<file path="src/hw/rtl/mfs_pkg.sv">
// shared types and constants of the manchester frame synchronizer
`default_nettype none

package mfs_pkg;

    // width of the sync word configuration registers
    localparam int SYNC_CFG_W = 9;

    // register indexes on the configuration port
    localparam logic [2:0] REG_NORMAL_SYNC    = 3'd0;
    localparam logic [2:0] REG_TEST_SYNC      = 3'd1;
    localparam logic [2:0] REG_LOCK_ONES      = 3'd2;
    localparam logic [2:0] REG_EARLY_ONES     = 3'd3;
    localparam logic [2:0] REG_SEARCH_TIMEOUT = 3'd4;
    localparam logic [2:0] REG_FRAME_LENGTH   = 3'd5;

    // register reset values
    localparam logic [SYNC_CFG_W-1:0] RST_NORMAL_SYNC    = 9'd47;
    localparam logic [SYNC_CFG_W-1:0] RST_TEST_SYNC      = 9'd208;
    localparam logic [4:0]            RST_LOCK_ONES      = 5'd12;
    localparam logic [4:0]            RST_EARLY_ONES     = 5'd10;
    localparam logic [5:0]            RST_SEARCH_TIMEOUT = 6'd30;
    localparam logic [7:0]            RST_FRAME_LENGTH   = 8'd120;

    typedef enum logic [1:0] {
        MODE_ONES = 2'd0,
        MODE_SYNC = 2'd1,
        MODE_RECV = 2'd2
    } t_mode;

    typedef struct packed {
        logic [SYNC_CFG_W-1:0] normal_sync;
        logic [SYNC_CFG_W-1:0] test_sync;
        logic [4:0]            lock_ones;
        logic [4:0]            early_ones;
        logic [5:0]            search_timeout;
        logic [7:0]            frame_length;
    } t_cfg;

    typedef struct packed {
        logic       emit;
        logic       frame_bit;
        logic [7:0] bit_index;
        logic       self_test;
        logic       frame_end;
    } t_result;

endpackage

`default_nettype wire

</file>
<file path="src/hw/rtl/mfs_framer.sv">
// manchester bit decoder and sync word framer state machine
`default_nettype none

module mfs_framer #(
    parameter int SYNC_WIDTH     = 9,
    parameter int MAX_FRAME_BITS = 144
) (
    input  wire logic           i_clk,
    input  wire logic           i_rst_n,
    input  wire logic           i_step,
    input  wire logic           i_half,
    input  wire mfs_pkg::t_cfg  i_cfg,
    output mfs_pkg::t_result    o_res
);

    localparam int POS_W = $clog2(MAX_FRAME_BITS + 1);
    localparam int CMP_W = (POS_W > 8) ? POS_W : 8;
    localparam int SW_W  = (SYNC_WIDTH > mfs_pkg::SYNC_CFG_W) ? SYNC_WIDTH
                                                               : mfs_pkg::SYNC_CFG_W;
    localparam logic [CMP_W-1:0] MAX_POS = CMP_W'(MAX_FRAME_BITS);

    logic                  r_second_half, n_second_half;
    mfs_pkg::t_mode        r_mode, n_mode;
    logic [4:0]            r_run, n_run;
    logic [5:0]            r_seen, n_seen;
    logic [SYNC_WIDTH-1:0] r_shift, n_shift;
    logic [POS_W-1:0]      r_pos, n_pos;
    logic                  r_test, n_test;

    logic                  w_bit;
    logic [SW_W-1:0]       w_normal_ext, w_test_ext;
    logic [SYNC_WIDTH-1:0] w_normal, w_test;
    logic                  w_in_sync;
    logic [SYNC_WIDTH-1:0] w_sw_shift;
    logic [6:0]            w_sw_next;
    logic [5:0]            w_sw_seen;
    logic                  w_hit_normal, w_hit_test, w_timeout;
    logic [4:0]            w_run_inc;
    logic [CMP_W-1:0]      w_pos_ext, w_pos_inc, w_len_ext, w_limit;
    logic                  w_last;
    logic                  w_do_sync;

    // equal halves decode to the inverse of the second half, and so do
    // both proper transitions: the bit is always the inverted second half
    assign w_bit = ~i_half;

    assign w_normal_ext = SW_W'(i_cfg.normal_sync);
    assign w_test_ext   = SW_W'(i_cfg.test_sync);
    assign w_normal     = w_normal_ext[SYNC_WIDTH-1:0];
    assign w_test       = w_test_ext[SYNC_WIDTH-1:0];

    // sync word step, also used for the zero that ends an early run
    assign w_in_sync    = (r_mode == mfs_pkg::MODE_SYNC);
    assign w_sw_shift   = w_in_sync ? {r_shift[SYNC_WIDTH-2:0], w_bit} : '0;
    assign w_sw_next    = w_in_sync ? ({1'b0, r_seen} + 7'd1) : 7'd1;
    assign w_sw_seen    = w_sw_next[6] ? 6'd63 : w_sw_next[5:0];
    assign w_hit_normal = (w_sw_shift == w_normal);
    assign w_hit_test   = (w_sw_shift == w_test);
    assign w_timeout    = (w_sw_next > {1'b0, i_cfg.search_timeout});

    assign w_run_inc = (r_run != 5'd31) ? (r_run + 5'd1) : r_run;

    assign w_pos_ext = CMP_W'(r_pos);
    assign w_pos_inc = (w_pos_ext < MAX_POS) ? (w_pos_ext + CMP_W'(1)) : w_pos_ext;
    assign w_len_ext = CMP_W'(i_cfg.frame_length);
    assign w_limit   = (w_len_ext > MAX_POS) ? MAX_POS : w_len_ext;
    assign w_last    = (w_pos_inc >= w_limit);

    always_ff @(posedge i_clk) begin
        if (!i_rst_n) begin
            r_second_half <= 1'b0;
            r_mode        <= mfs_pkg::MODE_ONES;
            r_run         <= '0;
            r_seen        <= '0;
            r_shift       <= '0;
            r_pos         <= '0;
            r_test        <= 1'b0;
        end else begin
            r_second_half <= n_second_half;
            r_mode        <= n_mode;
            r_run         <= n_run;
            r_seen        <= n_seen;
            r_shift       <= n_shift;
            r_pos         <= n_pos;
            r_test        <= n_test;
        end
    end

    always_comb begin
        n_second_half = r_second_half;
        n_mode        = r_mode;
        n_run         = r_run;
        n_seen        = r_seen;
        n_shift       = r_shift;
        n_pos         = r_pos;
        n_test        = r_test;
        w_do_sync     = 1'b0;
        o_res         = '0;

        if (i_step) begin
            n_second_half = ~r_second_half;
            if (r_second_half) begin
                case (r_mode)
                    mfs_pkg::MODE_ONES: begin
                        if (w_bit) begin
                            n_run = w_run_inc;
                            if (w_run_inc >= i_cfg.lock_ones) begin
                                n_mode  = mfs_pkg::MODE_SYNC;
                                n_seen  = {1'b0, w_run_inc};
                                n_shift = '0;
                            end
                        end else begin
                            n_run = '0;
                            if (r_run >= i_cfg.early_ones) begin
                                w_do_sync = 1'b1;
                            end
                        end
                    end
                    mfs_pkg::MODE_SYNC: begin
                        w_do_sync = 1'b1;
                    end
                    default: begin
                        // receiving
                        o_res.emit      = 1'b1;
                        o_res.frame_bit = w_bit;
                        o_res.bit_index = w_pos_ext[7:0];
                        o_res.self_test = r_test;
                        o_res.frame_end = w_last;
                        if (w_last) begin
                            n_mode = mfs_pkg::MODE_ONES;
                            n_run  = '0;
                            n_pos  = '0;
                        end else begin
                            n_pos = w_pos_inc[POS_W-1:0];
                        end
                    end
                endcase

                if (w_do_sync) begin
                    n_mode  = mfs_pkg::MODE_SYNC;
                    n_shift = w_sw_shift;
                    n_seen  = w_sw_seen;
                    if (w_hit_normal) begin
                        n_mode = mfs_pkg::MODE_RECV;
                        n_pos  = '0;
                        n_test = 1'b0;
                    end else if (w_hit_test) begin
                        n_mode = mfs_pkg::MODE_RECV;
                        n_pos  = '0;
                        n_test = 1'b1;
                    end else if (w_timeout) begin
                        n_mode = mfs_pkg::MODE_ONES;
                        n_run  = '0;
                    end
                end
            end
        end
    end

`ifndef SYNTHESIS
    a_pos_bound: assert property (@(posedge i_clk) disable iff (!i_rst_n)
        CMP_W'(r_pos) <= MAX_POS)
        else $error("frame position beyond maximum frame length");

    a_sync_count: assert property (@(posedge i_clk) disable iff (!i_rst_n)
        (r_mode == mfs_pkg::MODE_SYNC) |-> (r_seen != 6'd0))
        else $error("sync word search without any counted bit");

    a_end_to_ones: assert property (@(posedge i_clk) disable iff (!i_rst_n)
        (o_res.emit && o_res.frame_end) |=> (r_mode == mfs_pkg::MODE_ONES))
        else $error("framer did not return to ones search after last bit");

    a_ones_pos: assert property (@(posedge i_clk) disable iff (!i_rst_n)
        (r_mode == mfs_pkg::MODE_ONES) |-> (r_pos == '0))
        else $error("frame position not cleared outside a frame");
`endif

endmodule

`default_nettype wire

</file>
<file path="src/hw/rtl/manchester_frame_sync.sv">
// top level of the manchester decoder with sync word framer
// path: a half-symbol transfer is registered in the input register, then decoded and
//   framed into the result register
// throughput: one half-symbol per cycle, at most one result per two half-symbols,
//   and a result held on the output stalls the input
// reset: synchronous active low, clears half-symbol phase, framer and valid flags, sets config defaults
`default_nettype none

module manchester_frame_sync #(
    parameter int SYNC_WIDTH     = 9,
    parameter int MAX_FRAME_BITS = 144
) (
    input  wire logic        i_clk,
    input  wire logic        i_rst_n,
    // configuration port
    input  wire logic        psel,
    input  wire logic        penable,
    input  wire logic        pwrite,
    input  wire logic [4:0]  paddr,
    input  wire logic [31:0] pwdata,
    output logic [31:0]      prdata,
    output logic             pready,
    // half-symbol input channel
    input  wire logic        i_in_valid,
    output logic             o_in_ready,
    input  wire logic        i_half_symbol_high,
    // frame bit output channel
    output logic             o_out_valid,
    input  wire logic        i_out_ready,
    output logic             o_frame_bit,
    output logic [7:0]       o_bit_index,
    output logic             o_self_test,
    output logic             o_frame_end
);

    mfs_pkg::t_cfg    r_cfg;
    mfs_pkg::t_result w_res;

    logic       r_in_valid;
    logic       r_in_half;
    logic       w_advance;
    logic       w_cfg_wr;
    logic [2:0] w_reg_idx;

    logic       r_out_valid;
    logic       r_out_bit;
    logic [7:0] r_out_index;
    logic       r_out_test;
    logic       r_out_end;

    // ---------------------------------------------------------------
    // configuration registers, no wait states
    // ---------------------------------------------------------------
    assign pready    = 1'b1;
    assign w_reg_idx = paddr[4:2];
    assign w_cfg_wr  = psel & penable & pwrite & pready;

    always_ff @(posedge i_clk) begin
        if (!i_rst_n) begin
            r_cfg.normal_sync    <= mfs_pkg::RST_NORMAL_SYNC;
            r_cfg.test_sync      <= mfs_pkg::RST_TEST_SYNC;
            r_cfg.lock_ones      <= mfs_pkg::RST_LOCK_ONES;
            r_cfg.early_ones     <= mfs_pkg::RST_EARLY_ONES;
            r_cfg.search_timeout <= mfs_pkg::RST_SEARCH_TIMEOUT;
            r_cfg.frame_length   <= mfs_pkg::RST_FRAME_LENGTH;
        end else if (w_cfg_wr) begin
            case (w_reg_idx)
                mfs_pkg::REG_NORMAL_SYNC:    r_cfg.normal_sync    <= pwdata[8:0];
                mfs_pkg::REG_TEST_SYNC:      r_cfg.test_sync      <= pwdata[8:0];
                mfs_pkg::REG_LOCK_ONES:      r_cfg.lock_ones      <= pwdata[4:0];
                mfs_pkg::REG_EARLY_ONES:     r_cfg.early_ones     <= pwdata[4:0];
                mfs_pkg::REG_SEARCH_TIMEOUT: r_cfg.search_timeout <= pwdata[5:0];
                mfs_pkg::REG_FRAME_LENGTH:   r_cfg.frame_length   <= pwdata[7:0];
                default: begin
                    // unmapped address, write dropped
                end
            endcase
        end
    end

    always_comb begin
        case (w_reg_idx)
            mfs_pkg::REG_NORMAL_SYNC:    prdata = 32'(r_cfg.normal_sync);
            mfs_pkg::REG_TEST_SYNC:      prdata = 32'(r_cfg.test_sync);
            mfs_pkg::REG_LOCK_ONES:      prdata = 32'(r_cfg.lock_ones);
            mfs_pkg::REG_EARLY_ONES:     prdata = 32'(r_cfg.early_ones);
            mfs_pkg::REG_SEARCH_TIMEOUT: prdata = 32'(r_cfg.search_timeout);
            mfs_pkg::REG_FRAME_LENGTH:   prdata = 32'(r_cfg.frame_length);
            default:                     prdata = '0;
        endcase
    end

    // ---------------------------------------------------------------
    // input register: holds one half-symbol until the framer takes it
    // ---------------------------------------------------------------
    // the framer steps on a held half-symbol when the result register is free or being drained
    assign w_advance  = r_in_valid & (~r_out_valid | i_out_ready);
    assign o_in_ready = ~r_in_valid | w_advance;

    always_ff @(posedge i_clk) begin
        if (!i_rst_n) begin
            r_in_valid <= 1'b0;
        end else if (o_in_ready) begin
            r_in_valid <= i_in_valid;
        end
    end

    always_ff @(posedge i_clk) begin
        if (o_in_ready && i_in_valid) begin
            r_in_half <= i_half_symbol_high;
        end
    end

    // ---------------------------------------------------------------
    // decoder and framer, one half-symbol per step
    // ---------------------------------------------------------------
    mfs_framer #(
        .SYNC_WIDTH     (SYNC_WIDTH),
        .MAX_FRAME_BITS (MAX_FRAME_BITS)
    ) u_framer (
        .i_clk   (i_clk),
        .i_rst_n (i_rst_n),
        .i_step  (w_advance),
        .i_half  (r_in_half),
        .i_cfg   (r_cfg),
        .o_res   (w_res)
    );

    // ---------------------------------------------------------------
    // result register: loaded on a step that yields a frame bit
    // ---------------------------------------------------------------
    always_ff @(posedge i_clk) begin
        if (!i_rst_n) begin
            r_out_valid <= 1'b0;
        end else if (w_advance && w_res.emit) begin
            r_out_valid <= 1'b1;
        end else if (i_out_ready) begin
            r_out_valid <= 1'b0;
        end
    end

    always_ff @(posedge i_clk) begin
        if (w_advance && w_res.emit) begin
            r_out_bit   <= w_res.frame_bit;
            r_out_index <= w_res.bit_index;
            r_out_test  <= w_res.self_test;
            r_out_end   <= w_res.frame_end;
        end
    end

    assign o_out_valid = r_out_valid;
    assign o_frame_bit = r_out_bit;
    assign o_bit_index = r_out_index;
    assign o_self_test = r_out_test;
    assign o_frame_end = r_out_end;

`ifndef SYNTHESIS
    a_step_needs_room: assert property (@(posedge i_clk) disable iff (!i_rst_n)
        w_advance |-> (!r_out_valid || i_out_ready))
        else $error("framer stepped while a result was still waiting");

    a_emit_loads: assert property (@(posedge i_clk) disable iff (!i_rst_n)
        (w_advance && w_res.emit) |=> o_out_valid)
        else $error("frame bit lost on its way to the result register");

    a_input_drained: assert property (@(posedge i_clk) disable iff (!i_rst_n)
        (r_in_valid && !o_in_ready) |-> (r_out_valid && !i_out_ready))
        else $error("input held without an output stall");
`endif

endmodule

`default_nettype wire
</file>
<file path="config.mk">
export PLATFORM = sky130hd
export DESIGN_NAME = manchester_frame_sync
export DESIGN_NICKNAME = d
export VERILOG_FILES = /design/src/hw/rtl/mfs_pkg.sv /design/src/hw/rtl/mfs_framer.sv /design/src/hw/rtl/manchester_frame_sync.sv
export SDC_FILE = /design/constraint.sdc
export NUM_CORES = 1
export LEC_CHECK = 0
export BUFFER_PORTS_ARGS = -buffer_cell sky130_fd_sc_hd__buf_4
export CAP_MARGIN = 25
export CORE_ASPECT_RATIO = 0.5
export CORE_MARGIN = 5
export CORE_UTILIZATION = 45
export CTS_CLUSTER_SIZE = 10
export DETAILED_ROUTE_END_ITERATION = 6
export HOLD_SLACK_MARGIN = 0.03
export PLACE_DENSITY = 0.66
export SYNTH_ARGS = -nofsm -noshare
export SYNTH_HDL_FRONTEND = slang
export SYNTH_HIERARCHICAL = 1
export SYNTH_SLANG_ARGS = --single-unit
</file>
<file path="constraint.sdc">
create_clock -name i_clk -period 7.1 [get_ports i_clk]
set_input_delay 1.42 -clock i_clk [delete_from_list [all_inputs] [get_ports i_clk]]
set_output_delay 1.42 -clock i_clk [all_outputs]
set_load 0.1 [all_outputs]
</file>
# Yosys cells after proc, flatten, opt, wreduce, memory -nomap -nowiden
# Index checks and enable logic that the tools add are counted.
[totals] regBits=87 inputBits=45 output_inout_bits=46 wordCells=120
[classes] addsub=3 magnitude_cmp=6 eq_ne=13 mux=47 n_bitwise=10 n_reduce_logical=21
[op_table] cell="$mux 8" count=11
[op_table] cell="$pmux 9 s6" count=1
[op_table] cell="$mux 12" count=3
[op_table] cell="$mux 5" count=7
[op_table] cell="$mux 6" count=5
[op_table] cell="$eq 9x9->1" count=2
[op_table] cell="$reduce_and 2->1" count=7
[op_table] cell="$mux 2" count=6
[op_table] cell="$ge 5x5->1" count=2
[op_table] cell="$pmux 5 s2" count=1
[op_table] cell="$mux 1" count=9
[op_table] cell="$mux 9" count=1
[op_table] cell="$add 8x1->8 const B" count=1
[op_table] cell="$ge 8x8->1" count=1
[op_table] cell="$gt 8x8->1 const B" count=1
[op_table] cell="$lt 8x8->1 const B" count=1
[op_table] cell="$reduce_bool 2->1" count=4
[op_table] cell="$add 6x1->7 const B" count=1
[op_table] cell="$gt 7x6->1" count=1
[op_table] cell="$mux 7" count=1
[op_table] cell="$eq 3x2->1 const B" count=2
[op_table] cell="$eq 3x3->1 const B" count=2
[op_table] cell="$reduce_and 6->1" count=1
[op_table] cell="$add 5x1->5 const B" count=1
[op_table] cell="other kinds (20)" count=28

# Depth between registers and ports, before layout
[depth] ltp_word=9 mapped_depth=13 depth_no_buf=12

# Cells and area by module
# Netlist, hierarchy kept.
[by_module_without_submodules] module="mfs_framer" n_inst=1 cells_per_inst=366 area_per_inst_um2=2771.4 seq_area_each_um2=620.6
[by_module_without_submodules] module="manchester_frame_sync" n_inst=1 cells_per_inst=270 area_per_inst_um2=2736.4 seq_area_each_um2=1241.2

# Least setup slack after synthesis
# OpenSTA, ideal clock, no wires.
[synth_timing] path_type="in2out" startpoint="input port paddr[3]" endpoint="output port prdata[3]" arrival_time_ns=4.076 t_required_ns=5.680 setup_slack_ns=1.604 cell_stages=5 n_path_buf=2 cell_sequence="buf_2 -> buf_2 -> nor2_1 -> a22oi_1 -> o21ai_0"
[synth_between] elab_chain_len=2 elab_cells_between_ends=7 classes_between="5 x eq/ne; 1 x mux; 1 x reduce/logical"
[synth_rtl] element="start: declaration" line="manchester_frame_sync.sv:19" source="input wire logic [4:0] paddr,"
[synth_rtl] element="$eq 3x3->1 (tied with other cells)" line="manchester_frame_sync.sv:82" source="case (w_reg_idx)"
[synth_rtl] element="$pmux 9 s6 (*)" line="manchester_frame_sync.sv:82"
[synth_rtl] element="end: declaration" line="manchester_frame_sync.sv:21" source="output logic [31:0] prdata,"
# Mark *: on every way between the ends. The rest lies on a longest branch, timed or not.

# Worst setup path after layout
[layout_timing] startpoint="input port paddr[2]" endpoint="output port prdata[1]"
# The elaborated chain is that of the path after synthesis.

==> run_results.csv <==
group,metric,value,unit
clocking,worstSkewPairLatency,0.34,ns
detailed_routing,dr_total_vias,4563,
place,hpwl,9750,um
sta,fmax,0.244,GHz
sta,hold_viol,0,
worst_setup_path,critPathArrivalTime,2.69,ns
detailed_routing,vias_per_cell,5.54,
power_and_ir_drop,leakage,0.00255,uW
finish,area_growth,10.3,%
synthesis,synthDistinctLibCells,71,
detailed_routing,first_iter_violations,290,
finish,antenna_cells,0,
power_and_ir_drop,pwr-share-seq,0.433,
worst_setup_path,reg2regPathDepth,12,
hold_path,hp-class,"register to register",
synthesis,synth_edf_count,12,
detailed_routing,dr.pass1.iters,5,
synthesis,ys_warn_count,6,
place,portBuffers,41,
status,outcome,"complete, no violations",
sta,period_share,0.578,
global_routing,overflow,0,
clocking,cts_max_path_buffers,2,
synthesis,yosys_register_bits,87,
place,globalplace.congestion,0.852,
die,design.portCount,91,
power_and_ir_drop,p_int,843,uW
sta,rsz0062_at_grt,"no",
finish,fin_nets,726,
power_and_ir_drop,p_sw,328,uW
worst_setup_path,endpoint_kind,"output pin",
hold_path,hold-path-cell-count,2,
clocking,cts_buffers,9,
clocking,cts_setup_buffers,0,
synthesis,synth_ff_type,"dfxtp_1",
sta,relSlewSlack,0.484,
sta,drv_slew,0,
synthesis,ys_seq_area_frac,0.338,
sta,tns,0,ns
clocking,cts_resized,0,
detailed_routing,route.detailed.drc,0,
global_routing,grt_pass1_wl,21700,um
finish,layout_common_cells,"dfxtp_1, nand2_1, nor2_1",
die,die-area,14700,um^2
die,dieHeight,88.2,um
worst_setup_path,required,5.68,ns
clocking,cts-htree-levels,3,
sta,worst_slew_pin_slew,0.771,ns
global_routing,antenna_found_initial,0,
sta,setup_viol,0,
sta,finalClockSkew,0.00745,ns
job,drv_cap,0,
global_routing,track_usage,0.183,
power_and_ir_drop,powerDensity,193,nW/um^2
power_and_ir_drop,comb_power_share,0.129,
die,die_w,166,um
synthesis,async_flop_share,0,
worst_setup_path,critPathMaxFanout,23,
synthesis,synth_area_per_cell,8.66,um^2
clocking,cts_hold_buf,0,
place,place_area,5750,um^2
die,placementRows,28,
die,core,11900,um^2
finish,mostFrequentLayoutCell,"dfxtp_1",
worst_setup_path,crit_path_start_kind,"input port",
global_routing,grt_pass1_vias,4290,
synthesis,synth_area,5510,um^2
clocking,cts_root_buf,"clkbuf_16",
detailed_routing,totalWireLength,13200,um
clocking,path_clk_slew,0.06,ns
detailed_routing,antenna_left,0,
detailed_routing,route.detailed.wl_per_inst,16.1,um
power_and_ir_drop,clkPwrFrac,0.438,
finish,drive_gt1_frac,0.127,
global_routing,grt_max_degree,73,
synthesis,netlist_instances,636,
power_and_ir_drop,ir_drop,0.000119,V
worst_setup_path,reg2reg_from,"u_framer/r_run[0]",
sta,timing.hold.ws,0.492,ns
finish,fillCellCount,1131,
worst_setup_path,crit_path_start,"paddr[2]",
die,start_util,0.464,
clocking,cts_tree,"done",
hold_path,hold_start,"r_cfg[13]",
sta,fin_crit,4.11,ns
worst_setup_path,crit_type,"input port to output pin",
clocking,numClockSinks,87,
power_and_ir_drop,switching_share,0.280,
finish,design_area,6070,um^2
==> cell type report <==
class	instances	area (um^2)	share of cell area
multi-input combinational	473	3210	0.528
timing repair buffer	44	330	0.0544
sequential	87	1860	0.307
clock buffer	10	229	0.0377
tap	165	206	0.0340
inverter	39	146	0.0241
clock inverter	6	93.8	0.0155
==> stage by stage <==
stage	util	total power (uW)	std cells	setup slack, ns
2_1_floorplan	-	652	658	1.60
3_3_place_gp	0.484	668	808	3.00
3_5_place_dp	0.484	668	808	3.00
4_1_cts	0.511	1180	824	3.00
5_1_grt	0.511	1210	824	2.96
6_report	0.511	1170	824	2.99
==> worst max-delay path: stages <==
cell and delay, ns:
buf_4 0.29, mux4_2 0.56, inv_1 0.07, o22ai_1 0.08, buf_4 0.25
==> sequential cells by signal (all words and copies together) (netlist names) <==
signal,cells
o_bit_index,8
u_framer/r_run,5
u_framer/r_shift,8
r_in_half,1
u_framer/r_test,1
u_framer/r_seen,6
r_in_valid,1
r_cfg,42
u_framer/r_second_half,1
o_self_test,1
o_frame_end,1
o_out_valid,1
u_framer/r_pos,8
u_framer/r_mode,2
o_frame_bit,1
==> power by group through the flow <==
| stage | clock, uW | sequential, uW | combinational, uW |
|---|---|---|---|
| after floorplan | 0 | 515 | 137 |
| after global placement | 0 | 519 | 149 |
| after detailed placement | 0 | 519 | 150 |
| after CTS | 522 | 507 | 150 |
| after global routing | 544 | 508 | 158 |
| final | 513 | 507 | 151 |
==> path summary, 6_finish.rpt <==
kind	slack [ns]	endpoint
setup / recovery	2.99	prdata[1]
hold / removal	0.49	r_cfg[13]
setup reg to reg	3.74	u_framer/r_seen[1]
hold reg to reg	0.49	r_cfg[13]
==> cell usage after synthesis, drive strengths merged (5+ instances only) <==
cell    count  share of area
edfxtp     12          0.065
a31oi       7         0.0080
mux2        5          0.010
a21oi      13          0.012
nand3      17          0.015
o22ai       7         0.0080
clkbuf     13         0.0089
o211ai      7         0.0095
nand2b     10          0.013
o31ai       6          0.012
o21ai      34          0.031
a21boi     12          0.016
nand2      74          0.051
o31a        5         0.0080
o32ai       8          0.013
ha         27          0.061
a211o       6         0.0095
and3        5         0.0057
dfxtp      75           0.27
a21o        5         0.0068
nor4bb      5         0.0091
xnor2      15          0.024
buf        46          0.060
nor2b      15          0.017
nand4      16          0.021
and2       12          0.014
nor2       51          0.036
mux2i      33          0.060
xor2        5         0.0080
inv        39          0.027
==> cells by family after synthesis <==
group,after synthesis,synth area share
AOI/OAI and AO/OA,135,0.176
xor gates and xnor gates,20,0.0318
adders and majority gates,27,0.0613
buffers and inverters,98,0.0950
DFF,87,0.338
muxes,41,0.0825
other,2,0.00136
and+or+nand+nor,226,0.214
==> per-layer routing <==
metal	track usage	part of all wire	up-vias
met2	0.297	0.43	146
met1	0.245	0.49	2150
met5	0	0	-
li1	-	-	2253
met3	0.0549	0.072	14
met4	0.0431	0.011	0
(Power assumes the default switching activity.)
